==> config.mk <==
export PLATFORM = sky130hd
export DESIGN_NAME = scan_disk_scheduler
export DESIGN_NICKNAME = d
export VERILOG_FILES = /design/src/design/sdsch_pkg.sv /design/src/design/sdsch_ram.sv /design/src/design/sdsch_pick.sv /design/src/design/scan_disk_scheduler.sv
export SDC_FILE = /design/constraint.sdc
export NUM_CORES = 1
export LEC_CHECK = 0
export BUFFER_PORTS_ARGS = -buffer_cell sky130_fd_sc_hd__buf_2
export CORE_MARGIN = 2
export CORE_UTILIZATION = 59
export CTS_CLUSTER_SIZE = 20
export DETAILED_ROUTE_END_ITERATION = 8
export GPL_ROUTABILITY_DRIVEN = 1
export HOLD_SLACK_MARGIN = 0.15
export PLACE_DENSITY = 0.83
export SETUP_SLACK_MARGIN = 0.1
export SLEW_MARGIN = 5
export SYNTH_ARGS = -nofsm -noshare
export SYNTH_HDL_FRONTEND = slang
export SYNTH_HIERARCHICAL = 1
export SYNTH_SLANG_ARGS = --single-unit
==> constraint.sdc <==
create_clock -name clk -period 9.2 [get_ports clk]
set_clock_uncertainty 0.15 [all_clocks]
set_input_delay 0 -clock clk [delete_from_list [all_inputs] [get_ports clk]]
set_output_delay 0 -clock clk [all_outputs]
set_load 0.02 [all_outputs]
==> src/design/sdsch_pkg.sv <==
// Shared types and constants for the SCAN disk scheduler.
`default_nettype none
package sdsch_pkg;

    localparam int MAX_REQUESTS = 32;
    localparam int TRK_W        = 16;
    localparam int TC_W         = TRK_W + 1;
    localparam int DIST_W       = TRK_W + 1;
    localparam int CNT_W        = $clog2(MAX_REQUESTS + 1);
    localparam int REQ_AW       = (MAX_REQUESTS > 1) ? $clog2(MAX_REQUESTS) : 1;
    localparam int PADDR_W      = 4;
    localparam int PDATA_W      = 32;
    localparam int REG_IDX_W    = 2;

    localparam logic [REG_IDX_W-1:0] REG_HEAD_START  = 2'd0;
    localparam logic [REG_IDX_W-1:0] REG_TRACK_COUNT = 2'd1;
    localparam logic [REG_IDX_W-1:0] REG_SWEEP_LEFT  = 2'd2;

    localparam logic [TC_W-1:0] TC_RESET = TC_W'(2 ** TRK_W);
    localparam logic [TC_W-1:0] TC_MIN   = TC_W'(2);
    localparam logic [TC_W-1:0] TC_MAX   = TC_W'(2 ** TRK_W);

    typedef enum logic [1:0] {
        ST_LOAD,
        ST_SCAN,
        ST_DRAIN,
        ST_DECIDE
    } sched_state_t;

    typedef struct packed {
        logic clear;
        logic sample;
        logic above;
    } pick_ctrl_t;

    typedef struct packed {
        logic              found;
        logic [REQ_AW-1:0] idx;
        logic [TRK_W-1:0]  val;
    } pick_res_t;

endpackage
`default_nettype wire

==> src/design/sdsch_ram.sv <==
// Generic single-port-write, registered-read RAM.
`default_nettype none
module sdsch_ram #(
    parameter int WIDTH = 16,
    parameter int DEPTH = 32
) (
    input  wire logic                                    clk,
    input  wire logic                                    we,
    input  wire logic [((DEPTH > 1) ? $clog2(DEPTH) : 1)-1:0] waddr,
    input  wire logic [WIDTH-1:0]                        wdata,
    input  wire logic                                    re,
    input  wire logic [((DEPTH > 1) ? $clog2(DEPTH) : 1)-1:0] raddr,
    output logic      [WIDTH-1:0]                        rdata
);

    logic [WIDTH-1:0] mem [DEPTH];

    always_ff @(posedge clk)
    begin
        if (we)
        begin
            mem[waddr] <= wdata;
        end
        if (re)
        begin
            rdata <= mem[raddr];
        end
    end

endmodule
`default_nettype wire

==> src/design/sdsch_pick.sv <==
// Running best-candidate selector fed by one store entry per cycle while sample is set.
`default_nettype none
module sdsch_pick (
    input  wire logic                          clk,
    input  wire logic                          rst_n,
    input  wire sdsch_pkg::pick_ctrl_t         ctrl,
    input  wire logic [sdsch_pkg::TRK_W-1:0]   rd_data,
    input  wire logic [sdsch_pkg::REQ_AW-1:0]  rd_idx,
    input  wire logic                          rd_served,
    input  wire logic [sdsch_pkg::TRK_W-1:0]   top_trk,
    input  wire logic [sdsch_pkg::TRK_W-1:0]   start_trk,
    output sdsch_pkg::pick_res_t               res
);

    logic                          found_reg, found_next;
    logic [sdsch_pkg::REQ_AW-1:0]  idx_reg, idx_next;
    logic [sdsch_pkg::TRK_W-1:0]   val_reg, val_next;
    logic [sdsch_pkg::TRK_W-1:0]   sat_trk;
    logic                          eligible;
    logic                          better;

    always_comb
    begin
        // saturate to the top track before comparing
        sat_trk  = (rd_data > top_trk) ? top_trk : rd_data;
        eligible = !rd_served && ((sat_trk >= start_trk) == ctrl.above);
        // strict compare keeps the earliest arrival among equal tracks
        better   = !found_reg || (ctrl.above ? (sat_trk < val_reg) : (sat_trk > val_reg));

        found_next = found_reg;
        idx_next   = idx_reg;
        val_next   = val_reg;
        priority if (ctrl.clear)
        begin
            found_next = 1'b0;
        end
        else if (ctrl.sample && eligible && better)
        begin
            found_next = 1'b1;
            idx_next   = rd_idx;
            val_next   = sat_trk;
        end
    end

    always_ff @(posedge clk or negedge rst_n)
    begin
        if (!rst_n)
        begin
            found_reg <= 1'b0;
        end
        else
        begin
            found_reg <= found_next;
        end
    end

    always_ff @(posedge clk)
    begin
        idx_reg <= idx_next;
        val_reg <= val_next;
    end

    assign res.found = found_reg;
    assign res.idx   = idx_reg;
    assign res.val   = val_reg;

endmodule
`default_nettype wire

==> src/design/scan_disk_scheduler.sv <==
// SCAN disk scheduler: request store, sweep sequencer and result registers.
// Loading: one request per cycle while busy is low; the final request starts a batch.
// Each result takes a store pass (one store read per stored request), a drain state and
// a decision state; the first strobe is registered after the first decision.
// A batch keeps busy high from its final transfer until the decision on its last visit.
// Reset restores register defaults and clears the batch; store contents stay undefined.
`default_nettype none
module scan_disk_scheduler (
    input  wire logic                            clk,
    input  wire logic                            rst_n,
    input  wire logic                            psel,
    input  wire logic                            penable,
    input  wire logic                            pwrite,
    input  wire logic [sdsch_pkg::PADDR_W-1:0]   paddr,
    input  wire logic [sdsch_pkg::PDATA_W-1:0]   pwdata,
    output logic      [sdsch_pkg::PDATA_W-1:0]   prdata,
    output logic                                 pready,
    input  wire logic                            start,
    output logic                                 busy,
    input  wire logic [sdsch_pkg::TRK_W-1:0]     request_track,
    input  wire logic                            final_request,
    output logic                                 result_valid,
    output logic      [sdsch_pkg::TRK_W-1:0]     track,
    output logic      [sdsch_pkg::DIST_W-1:0]    total_distance,
    output logic                                 is_turnaround,
    output logic                                 final_result,
    output logic                                 overflow_flag
);

    sdsch_pkg::sched_state_t state_reg, state_next;

    logic [sdsch_pkg::TRK_W-1:0]        head_start_reg;
    logic [sdsch_pkg::TC_W-1:0]         track_count_reg;
    logic                               sweep_left_reg;

    logic [sdsch_pkg::CNT_W-1:0]        count_reg, count_next;
    logic                               overflow_reg, overflow_next;
    logic [sdsch_pkg::MAX_REQUESTS-1:0] served_reg, served_next;
    logic [sdsch_pkg::CNT_W-1:0]        idx_reg, idx_next;
    logic [sdsch_pkg::CNT_W-1:0]        emit_cnt_reg, emit_cnt_next;
    logic                               phase_reg, phase_next;
    logic [sdsch_pkg::TRK_W-1:0]        top_reg, top_next;
    logic [sdsch_pkg::TRK_W-1:0]        start_reg, start_next;
    logic                               left_reg, left_next;
    logic [sdsch_pkg::TRK_W-1:0]        head_reg, head_next;
    logic [sdsch_pkg::DIST_W-1:0]       dist_reg, dist_next;
    logic                               rd_vld_reg;
    logic [sdsch_pkg::REQ_AW-1:0]       rd_idx_reg;

    logic                               res_vld_reg, res_vld_next;
    logic [sdsch_pkg::TRK_W-1:0]        res_trk_reg, res_trk_next;
    logic [sdsch_pkg::DIST_W-1:0]       res_dist_reg, res_dist_next;
    logic                               res_turn_reg, res_turn_next;
    logic                               res_last_reg, res_last_next;
    logic                               res_ovf_reg, res_ovf_next;

    logic                               accept;
    logic                               cfg_write;
    logic [sdsch_pkg::REG_IDX_W-1:0]    cfg_idx;
    logic [sdsch_pkg::TRK_W-1:0]        top_calc;
    logic [sdsch_pkg::TRK_W-1:0]        start_calc;
    logic                               mem_we;
    logic                               rd_en;
    logic [sdsch_pkg::TRK_W-1:0]        rd_data;
    logic                               scan_end;
    logic                               emit;
    logic                               last;
    logic [sdsch_pkg::TRK_W-1:0]        emit_trk;
    logic [sdsch_pkg::TRK_W-1:0]        step;
    sdsch_pkg::pick_ctrl_t              pick_ctrl;
    sdsch_pkg::pick_res_t               pick_res;

    // configuration port
    assign pready    = 1'b1;
    assign cfg_idx   = paddr[sdsch_pkg::PADDR_W-1:2];
    assign cfg_write = psel && penable && pwrite && pready;

    always_comb
    begin
        prdata = '0;
        unique case (cfg_idx)
            sdsch_pkg::REG_HEAD_START:  prdata = sdsch_pkg::PDATA_W'(head_start_reg);
            sdsch_pkg::REG_TRACK_COUNT: prdata = sdsch_pkg::PDATA_W'(track_count_reg);
            sdsch_pkg::REG_SWEEP_LEFT:  prdata = sdsch_pkg::PDATA_W'(sweep_left_reg);
            default:                    prdata = '0;
        endcase
    end

    always_ff @(posedge clk or negedge rst_n)
    begin
        if (!rst_n)
        begin
            head_start_reg  <= '0;
            track_count_reg <= sdsch_pkg::TC_RESET;
            sweep_left_reg  <= 1'b0;
        end
        else if (cfg_write)
        begin
            unique case (cfg_idx)
                sdsch_pkg::REG_HEAD_START:  head_start_reg  <= pwdata[sdsch_pkg::TRK_W-1:0];
                sdsch_pkg::REG_TRACK_COUNT: track_count_reg <= pwdata[sdsch_pkg::TC_W-1:0];
                sdsch_pkg::REG_SWEEP_LEFT:  sweep_left_reg  <= pwdata[0];
                default:                    ;
            endcase
        end
    end

    // clamp the track count, then the start position
    always_comb
    begin
        priority if (track_count_reg < sdsch_pkg::TC_MIN)
        begin
            top_calc = sdsch_pkg::TRK_W'(1);
        end
        else if (track_count_reg > sdsch_pkg::TC_MAX)
        begin
            top_calc = {sdsch_pkg::TRK_W{1'b1}};
        end
        else
        begin
            top_calc = sdsch_pkg::TRK_W'(track_count_reg - sdsch_pkg::TC_W'(1));
        end
        start_calc = (head_start_reg > top_calc) ? top_calc : head_start_reg;
    end

    assign accept = start && (state_reg == sdsch_pkg::ST_LOAD);
    assign mem_we = accept && (count_reg < sdsch_pkg::CNT_W'(sdsch_pkg::MAX_REQUESTS));

    sdsch_ram #(
        .WIDTH (sdsch_pkg::TRK_W),
        .DEPTH (sdsch_pkg::MAX_REQUESTS)
    ) u_store (
        .clk   (clk),
        .we    (mem_we),
        .waddr (count_reg[sdsch_pkg::REQ_AW-1:0]),
        .wdata (request_track),
        .re    (rd_en),
        .raddr (idx_reg[sdsch_pkg::REQ_AW-1:0]),
        .rdata (rd_data)
    );

    sdsch_pick u_pick (
        .clk       (clk),
        .rst_n     (rst_n),
        .ctrl      (pick_ctrl),
        .rd_data   (rd_data),
        .rd_idx    (rd_idx_reg),
        .rd_served (served_reg[rd_idx_reg]),
        .top_trk   (top_reg),
        .start_trk (start_reg),
        .res       (pick_res)
    );

    assign scan_end = ((idx_reg + sdsch_pkg::CNT_W'(1)) == count_reg);
    // after the turnaround there is nothing left to visit when no request is found
    assign emit     = pick_res.found || !phase_reg;
    assign last     = (emit_cnt_reg == count_reg);
    assign emit_trk = pick_res.found ? pick_res.val :
                      (left_reg ? '0 : top_reg);
    assign step     = (head_reg >= emit_trk) ? (head_reg - emit_trk) : (emit_trk - head_reg);

    // next state
    always_comb
    begin
        state_next = state_reg;
        unique case (state_reg)
            sdsch_pkg::ST_LOAD:
            begin
                if (accept && final_request)
                begin
                    state_next = sdsch_pkg::ST_SCAN;
                end
            end
            sdsch_pkg::ST_SCAN:
            begin
                if (scan_end)
                begin
                    state_next = sdsch_pkg::ST_DRAIN;
                end
            end
            sdsch_pkg::ST_DRAIN:
            begin
                state_next = sdsch_pkg::ST_DECIDE;
            end
            sdsch_pkg::ST_DECIDE:
            begin
                if (!emit || last)
                begin
                    state_next = sdsch_pkg::ST_LOAD;
                end
                else
                begin
                    state_next = sdsch_pkg::ST_SCAN;
                end
            end
            default:
            begin
                state_next = sdsch_pkg::ST_LOAD;
            end
        endcase
    end

    // state outputs
    always_comb
    begin
        busy             = 1'b1;
        rd_en            = 1'b0;
        pick_ctrl.clear  = 1'b0;
        pick_ctrl.sample = rd_vld_reg;
        pick_ctrl.above  = left_reg ~^ phase_reg;
        unique case (state_reg)
            sdsch_pkg::ST_LOAD:
            begin
                busy            = 1'b0;
                pick_ctrl.clear = accept && final_request;
            end
            sdsch_pkg::ST_SCAN:
            begin
                rd_en = 1'b1;
            end
            sdsch_pkg::ST_DRAIN:
            begin
                rd_en = 1'b0;
            end
            sdsch_pkg::ST_DECIDE:
            begin
                pick_ctrl.clear = 1'b1;
            end
            default:
            begin
                busy = 1'b1;
            end
        endcase
    end

    // batch datapath
    always_comb
    begin
        count_next    = count_reg;
        overflow_next = overflow_reg;
        served_next   = served_reg;
        idx_next      = idx_reg;
        emit_cnt_next = emit_cnt_reg;
        phase_next    = phase_reg;
        top_next      = top_reg;
        start_next    = start_reg;
        left_next     = left_reg;
        head_next     = head_reg;
        dist_next     = dist_reg;
        res_vld_next  = 1'b0;
        res_trk_next  = res_trk_reg;
        res_dist_next = res_dist_reg;
        res_turn_next = res_turn_reg;
        res_last_next = res_last_reg;
        res_ovf_next  = res_ovf_reg;

        if (accept)
        begin
            if (mem_we)
            begin
                count_next = count_reg + sdsch_pkg::CNT_W'(1);
            end
            else
            begin
                overflow_next = 1'b1;
            end
            if (final_request)
            begin
                idx_next      = '0;
                emit_cnt_next = '0;
                phase_next    = 1'b0;
                top_next      = top_calc;
                start_next    = start_calc;
                left_next     = sweep_left_reg;
                head_next     = start_calc;
                dist_next     = '0;
            end
        end

        if (state_reg == sdsch_pkg::ST_SCAN)
        begin
            idx_next = idx_reg + sdsch_pkg::CNT_W'(1);
        end

        if (state_reg == sdsch_pkg::ST_DECIDE)
        begin
            idx_next = '0;
            if (emit)
            begin
                dist_next     = dist_reg + sdsch_pkg::DIST_W'(step);
                head_next     = emit_trk;
                emit_cnt_next = emit_cnt_reg + sdsch_pkg::CNT_W'(1);
                res_vld_next  = 1'b1;
                res_trk_next  = emit_trk;
                res_dist_next = dist_reg + sdsch_pkg::DIST_W'(step);
                res_turn_next = !pick_res.found;
                res_last_next = last;
                res_ovf_next  = overflow_reg;
                if (pick_res.found)
                begin
                    served_next[pick_res.idx] = 1'b1;
                end
                else
                begin
                    phase_next = 1'b1;
                end
            end
            if (!emit || last)
            begin
                count_next    = '0;
                overflow_next = 1'b0;
                served_next   = '0;
            end
        end
    end

    always_ff @(posedge clk or negedge rst_n)
    begin
        if (!rst_n)
        begin
            state_reg    <= sdsch_pkg::ST_LOAD;
            count_reg    <= '0;
            overflow_reg <= 1'b0;
            served_reg   <= '0;
            idx_reg      <= '0;
            emit_cnt_reg <= '0;
            phase_reg    <= 1'b0;
            head_reg     <= '0;
            dist_reg     <= '0;
            rd_vld_reg   <= 1'b0;
            res_vld_reg  <= 1'b0;
        end
        else
        begin
            state_reg    <= state_next;
            count_reg    <= count_next;
            overflow_reg <= overflow_next;
            served_reg   <= served_next;
            idx_reg      <= idx_next;
            emit_cnt_reg <= emit_cnt_next;
            phase_reg    <= phase_next;
            head_reg     <= head_next;
            dist_reg     <= dist_next;
            rd_vld_reg   <= rd_en;
            res_vld_reg  <= res_vld_next;
        end
    end

    always_ff @(posedge clk)
    begin
        top_reg      <= top_next;
        start_reg    <= start_next;
        left_reg     <= left_next;
        rd_idx_reg   <= idx_reg[sdsch_pkg::REQ_AW-1:0];
        res_trk_reg  <= res_trk_next;
        res_dist_reg <= res_dist_next;
        res_turn_reg <= res_turn_next;
        res_last_reg <= res_last_next;
        res_ovf_reg  <= res_ovf_next;
    end

    assign result_valid   = res_vld_reg;
    assign track          = res_trk_reg;
    assign total_distance = res_dist_reg;
    assign is_turnaround  = res_turn_reg;
    assign final_result   = res_last_reg;
    assign overflow_flag  = res_ovf_reg;

endmodule
`default_nettype wire

# == Word-level counts from Yosys, hierarchy flattened ==
# Memories as Yosys holds them, arrays and structs flattened. A register that Yosys moved wholly into a read port is not among the register bits.
# Cells that the tools add are included.
# word_totals
mem_bits_rw,512
input_bits,59
reg_bits,219
wordCells,149
n_memories,1
# memory_table
name,depth,word_bits,rd,rd_ports_with_merged_regs,wr,line_no,text
u_store.mem,32,16,1,1,1,sdsch_ram.sv:16,logic [WIDTH-1:0] mem [DEPTH];
# classes
eq_ne,10
n_mux,58
magnitude_cmp,12
add_sub_neg,7
n_reduce_logical,32
n_bitwise,3
# ops
cell,count
two-way mux 16 bit,11
two-way mux 32 bit,3
two-way mux 6 bit,12
two-way mux 17 bit,4
one-hot mux 17 bit (3 select lines),1
greater-than comparator 16 bit,3
greater-or-equal comparator 16 bit,2
OR 32 bit,1
subtractor 16 bit,2
two-way mux 1 bit,21
adder 6 x 1 -> 6 bit (second input constant),3
adder 17 x 16 -> 17 bit,1
greater-than comparator 17 bit (second input constant),1
< comparator 17 x 2 -> 1 bit (second input constant),1
< comparator 16 bit,1
AND reduction 2 bit,8
subtractor 16 x 1 -> 16 bit (second input constant),1
== test 6 bit,2
< comparator 5 x 6 -> 1 bit (second input constant),2
logical AND 1 bit,9
one-hot mux 2 bit (4 select lines),1
== test 2 bit (second input constant),3
< comparator 6 bit (second input constant),1
nonzero test 2 bit,3
16 further kinds,25

# == Depth between registers and ports, before layout ==
# depth
ltp_word,9
ltp_mapped,24
depth_no_buf,20

# == By module ==
# The synthesis kept the hierarchy.
# modules_own_cells
module,instances,cells_each,seq_area_each_um2,area_per_inst_um2
sdsch_ram,1,1143,15855.2,20696.1
scan_disk_scheduler,1,1081,5251.3,11384.7
sdsch_pick,1,215,655.6,2105.8

# == Worst setup path after synthesis ==
# Ideal clock, no wire load.
# synth_path
kind,register to register
start,reg u_pick.found_reg
end,"reg res_dist_reg, in the netlist total_distance[15], data pin"
path_stages_with_launch,23
path_slack_ns,3.901
n_path_buf,6
required_time_ns,8.790
synth_period_minus_slack_ns,5.299
arrival_time_ns,4.888
cell_sequence,dfrtp_1 > buf_4 > clkbuf_1 > clkbuf_1 > a22oi_1 > inv_1 > ha_1 > clkbuf_1 > nand3_1 > o311a_1 > a21o_1 > buf_4 > nand2_1 > buf_2 > mux2i_1 > xnor2_1 > ha_1 > a21oi_1 > o21ai_0 > a32oi_1 > a2111oi_0 > o21a_1 > nor2_1
# synth_via
elab_chain_len,4
word_cells_on_any_way,6
cone_classes,add/sub: 3; order compare: 1; mux: 2
# synth_rtl
element,line_no,text
from (decl),sdsch_pick.sv:15,"logic found_reg, found_next;"
from (signal assigned),sdsch_pick.sv:53,found_reg <= found_next;
two-way mux 16 bit (*),scan_disk_scheduler.sv:158,assign emit_trk = pick_res.found ? pick_res.val :
"net emit_trk, one bit",scan_disk_scheduler.sv:68,logic [sdsch_pkg::TRK_W-1:0] emit_trk;
subtractor 16 bit or greater-or-equal comparator 16 bit (tied branches),scan_disk_scheduler.sv:160,assign step = (head_reg >= emit_trk) ? (head_reg - emit_trk) : (emit_trk - head_reg);
two-way mux 16 bit (*),scan_disk_scheduler.sv:160,
adder 17 x 16 -> 17 bit (*),scan_disk_scheduler.sv:295,res_dist_next = dist_reg + sdsch_pkg::DIST_W'(step);
to (signal assigned),scan_disk_scheduler.sv:356,res_dist_reg <= res_dist_next;
to (decl),scan_disk_scheduler.sv:52,"logic [sdsch_pkg::DIST_W-1:0] res_dist_reg, res_dist_next;"
# The timed path passes the listed nets; every way through them passes the cells marked *.
# A chain may end at the register's enable or synchronous reset.

# == Worst setup path in the final report ==
# layout_path
start,reg u_pick.found_reg
end,reg dist_reg[15] (netlist name)
# layout_via
elab_chain_len,6
word_cells_on_any_way,9
cone_classes,add/sub: 3; order compare: 1; mux: 4; reduce/logical: 1
# layout_rtl
element,line_no,text
two-way mux 16 bit (*),scan_disk_scheduler.sv:158,
"net emit_trk, one bit",scan_disk_scheduler.sv:68,
subtractor 16 bit or greater-or-equal comparator 16 bit (tied branches),scan_disk_scheduler.sv:160,
two-way mux 16 bit (*),scan_disk_scheduler.sv:160,
adder 17 x 16 -> 17 bit (*),scan_disk_scheduler.sv:290,dist_next = dist_reg + sdsch_pkg::DIST_W'(step);
two-way mux 17 bit (*),scan_disk_scheduler.sv:288,if (emit)
two-way mux 17 bit (*),scan_disk_scheduler.sv:285,if (state_reg == sdsch_pkg::ST_DECIDE)
"net dist_next, one bit",scan_disk_scheduler.sv:46,"logic [sdsch_pkg::DIST_W-1:0] dist_reg, dist_next;"
to (signal assigned),scan_disk_scheduler.sv:343,dist_reg <= dist_next;
to (decl),scan_disk_scheduler.sv:46,
# Marks and branches as above.

==> results.toml <==
[status]
status = "finished, final reports clean"

[floorplanning]
start_util = 0.5948
core_area_um2 = 57480
die_h_um = 244.7
die-area_um2 = 59890
ios = 130
num_rows = 88
die_x_um = 244.7

[global_routing]
grt_util_all_layers = 0.2687
grt_first_pass_wirelength_um = 122800
grt_pass1_vias = 21550
grt_max_degree = 77
gr-total-overflow = 0
antenna_found_initial = 0

[critical_path]
cpPeakStageDelay_ps = 920
critPathSlowestCell = "dfrtp_1"
crit_required_ps = 9560
cp.arrival_ps = 7260
worstPathCellList = "nor2_1 -> buf_4 -> a22oi_1 -> inv_1 -> ha_1 -> a21oi_1 -> o21a_1 -> a21boi_1 -> nand2_1 -> mux2i_1 -> xnor2_1 -> ha_1 -> a21oi_1 -> o21ai_0 -> a32oi_1 -> a2111oi_0 -> nor3_1 -> o31ai_1"
crit_path_end_kind = "register"
critical_path.startpoint_type = "register"
crit_fanout = 26
critPathKind = "reg -> reg"

[final_layout]
final_util = 0.6720
layout_common_cells = "edfxtp_1, mux2i_1, a21oi_1"
num_antenna_cells = 0
drive_above_1_share = 0.1372
final_common_cell = "edfxtp_1"
final_nets = 2782
synthToLayoutAreaGrowth_pct = 12.97
largest_reg_flops = 512

[pwr]
power_density_nw_per_um2 = 348.5
p_leak_nw = 14.62
ir_drop_mv = 0.3910
p_total_mw = 13.46

[place]
dp_hpwl_um = 48110
port_buffers = 96
globalplace.congestion = 0.8977

[route]
wl_per_cell_um = 23.51
drtAntennaViolNets = 0
num_vias = 21540
drc = 0
drt-vias-per-instance = 6.276
drt_wl_total_um = 80690
first_pass_iters = 5
detail_route.iter0.violations = 2182

[cts]
cts_resized = 0
ctsRootBufferMaster = "clkbuf_16"
numCtsBuffers = 79
h-tree-depth = 3
clk_pin_slew_worst_paths_ps = 60
clockBufferDepth = 3
clk_latency_ps = 650
cts.sinks = 747
cts_tree = "yes"

[sta]
period_share = 0.7507
max_freq_mhz = 144.8
relSlewSlack = 0.1346
hold_viol = 0
slew_viol_final = 0
layout_min_cycle_time_ps = 6907
worst_pin_slew_ps = 1290
tns_ps = 0
grt_setup_unrepaired = "no"
setup_viol_count_final = 0

[run]
drv_cap = 0

[yosys]
synth_compound_area_frac = 0.08579
yosys_warnings = 6
syn_inst = 2439
ys_seq_elements = 747
synth_cell_type_count = 82
synth_area_per_cell_um2 = 14.02
seq_area_frac_synth = 0.6366
muxShareOfSynthArea = 0.1126
synth_top_family_by_area = "multiplexers"
async_reset_ff_frac = 0.1660
synthAdderAreaFrac = 0.04458
synthSimpleGateAreaFrac = 0.06632
syn_area_um2 = 34190
synth-xor-area-share = 0.01512
synth_edf_count = 618
ys.flop_type = "edfxtp_1"

[hold_path]
hold_class = "in -> reg"
## kinds of logic after synthesis
group | after synthesis
and+or+nand+nor | 461
xor gates and xnor gates | 59
buffers and inverters | 254
adders and majority gates | 120
DFF | 747
other | 2
muxes | 363
AOI/OAI and AO/OA | 433
## routing by layer
metal	track usage	routed length, um	up-vias
li1	-	-	9553
met1	0.3410	31040	10770
met2	0.4618	40500	1018
met3	0.03739	5686	195
met4	0.1202	3456	0
met5	0	0	-
## cells in the mapped netlist, types with 10 or more instances
cell	instances	share of area
o21ai_0	33	0.0048
buf_4	38	0.0083
xnor2_1	39	0.010
mux2_1	16	0.0053
buf_2	24	0.0035
ha_1	117	0.043
a31oi_1	21	0.0038
nand3_1	57	0.0083
dfrtp_1	123	0.090
a221o_1	18	0.0053
clkbuf_1	51	0.0056
mux2i_1	287	0.084
edfxtp_1	618	0.54
xor2_1	20	0.0051
mux4_2	10	0.0066
a21oi_1	143	0.021
inv_1	119	0.013
nor2b_1	13	0.0024
a22o_1	50	0.013
a211oi_1	10	0.0022
nor2_1	149	0.016
a22oi_1	78	0.017
a21o_1	20	0.0044
nand4_1	34	0.0062
nor3_1	39	0.0057
mux2_2	48	0.016
nand2_1	94	0.010
## path summary, 6_finish.rpt
check,startpoint,to,slack [ps],cells past startpoint
setup / recovery,u_pick/found_reg$_DFFE_PN0P_,dist_reg[15]$_DFF_PN0_,2290,18
hold / removal,request_track[3],u_store/mem[30][3]$_DFFE_PP_,300,2
setup reg to reg,u_pick/found_reg$_DFFE_PN0P_,dist_reg[15]$_DFF_PN0_,2290,18
hold reg to reg,rd_idx_reg[4]$_DFF_P_,u_pick/idx_reg[4]$_DFFE_PP_,300,0
max in group asynchronous,rst_n,idx_reg[0]$_DFFE_PN0P_,7540,4
min in group asynchronous,rst_n,result_valid$_DFF_PN0_,310,4
## power by group
part           switching [mW]  total, mW  internal (mW)  leakage [nW]
Clock                    1.36       3.33           1.97          1.33
Sequential              0.365       4.64           4.27          7.22
Combinational            3.32       5.49           2.17          6.07
Total                    5.05       13.5           8.41          14.6
## timing repair
| action | 4_1_cts | 5_1_grt |
|---|---|---|
| buffers inserted | 0 | 0 |
| endpoints found under the hold margin | 644 | 0 |
| hold buffers | 67 | 0 |
## metrics by stage
stage	worst slack [ps]	cell area, um2	hold slack (ps)	instances
final	2293	38620	298.7	3432
after global routing	1685	38620	311.1	3432
after CTS	2380	38620	277.9	3432
after detailed placement	2456	35180	-77.82	3220
after global placement	2535	35180	-104.8	3220
after floorplan	3901	34240	-445.6	2453
## area by class of cell
| class | instances | area [um2] |
|---|---|---|
| repair buffers | 204 | 1479 |
| multi-input cells | 1452 | 11220 |
| flip-flops and latches | 747 | 21770 |
| well taps | 765 | 957.2 |
| inverters | 119 | 446.7 |
| clock buffers | 95 | 2110 |
| clock inverters | 50 | 644.4 |
| fillers | 3765 | 18850 |
## critical path, delay by kind of cell, from the launching register on
| kind | cells | cell delay [ps] |
|---|---|---|
| AOI/OAI and AO/OA | 9 | 3050 |
| and+or+nand+nor | 3 | 1030 |
| DFF | 1 | 920 |
| buffers and inverters | 2 | 370 |
| adders and majority gates | 2 | 750 |
| xor gates and xnor gates | 1 | 140 |
| muxes | 1 | 360 |
Power figures use the tool's default switching activity.
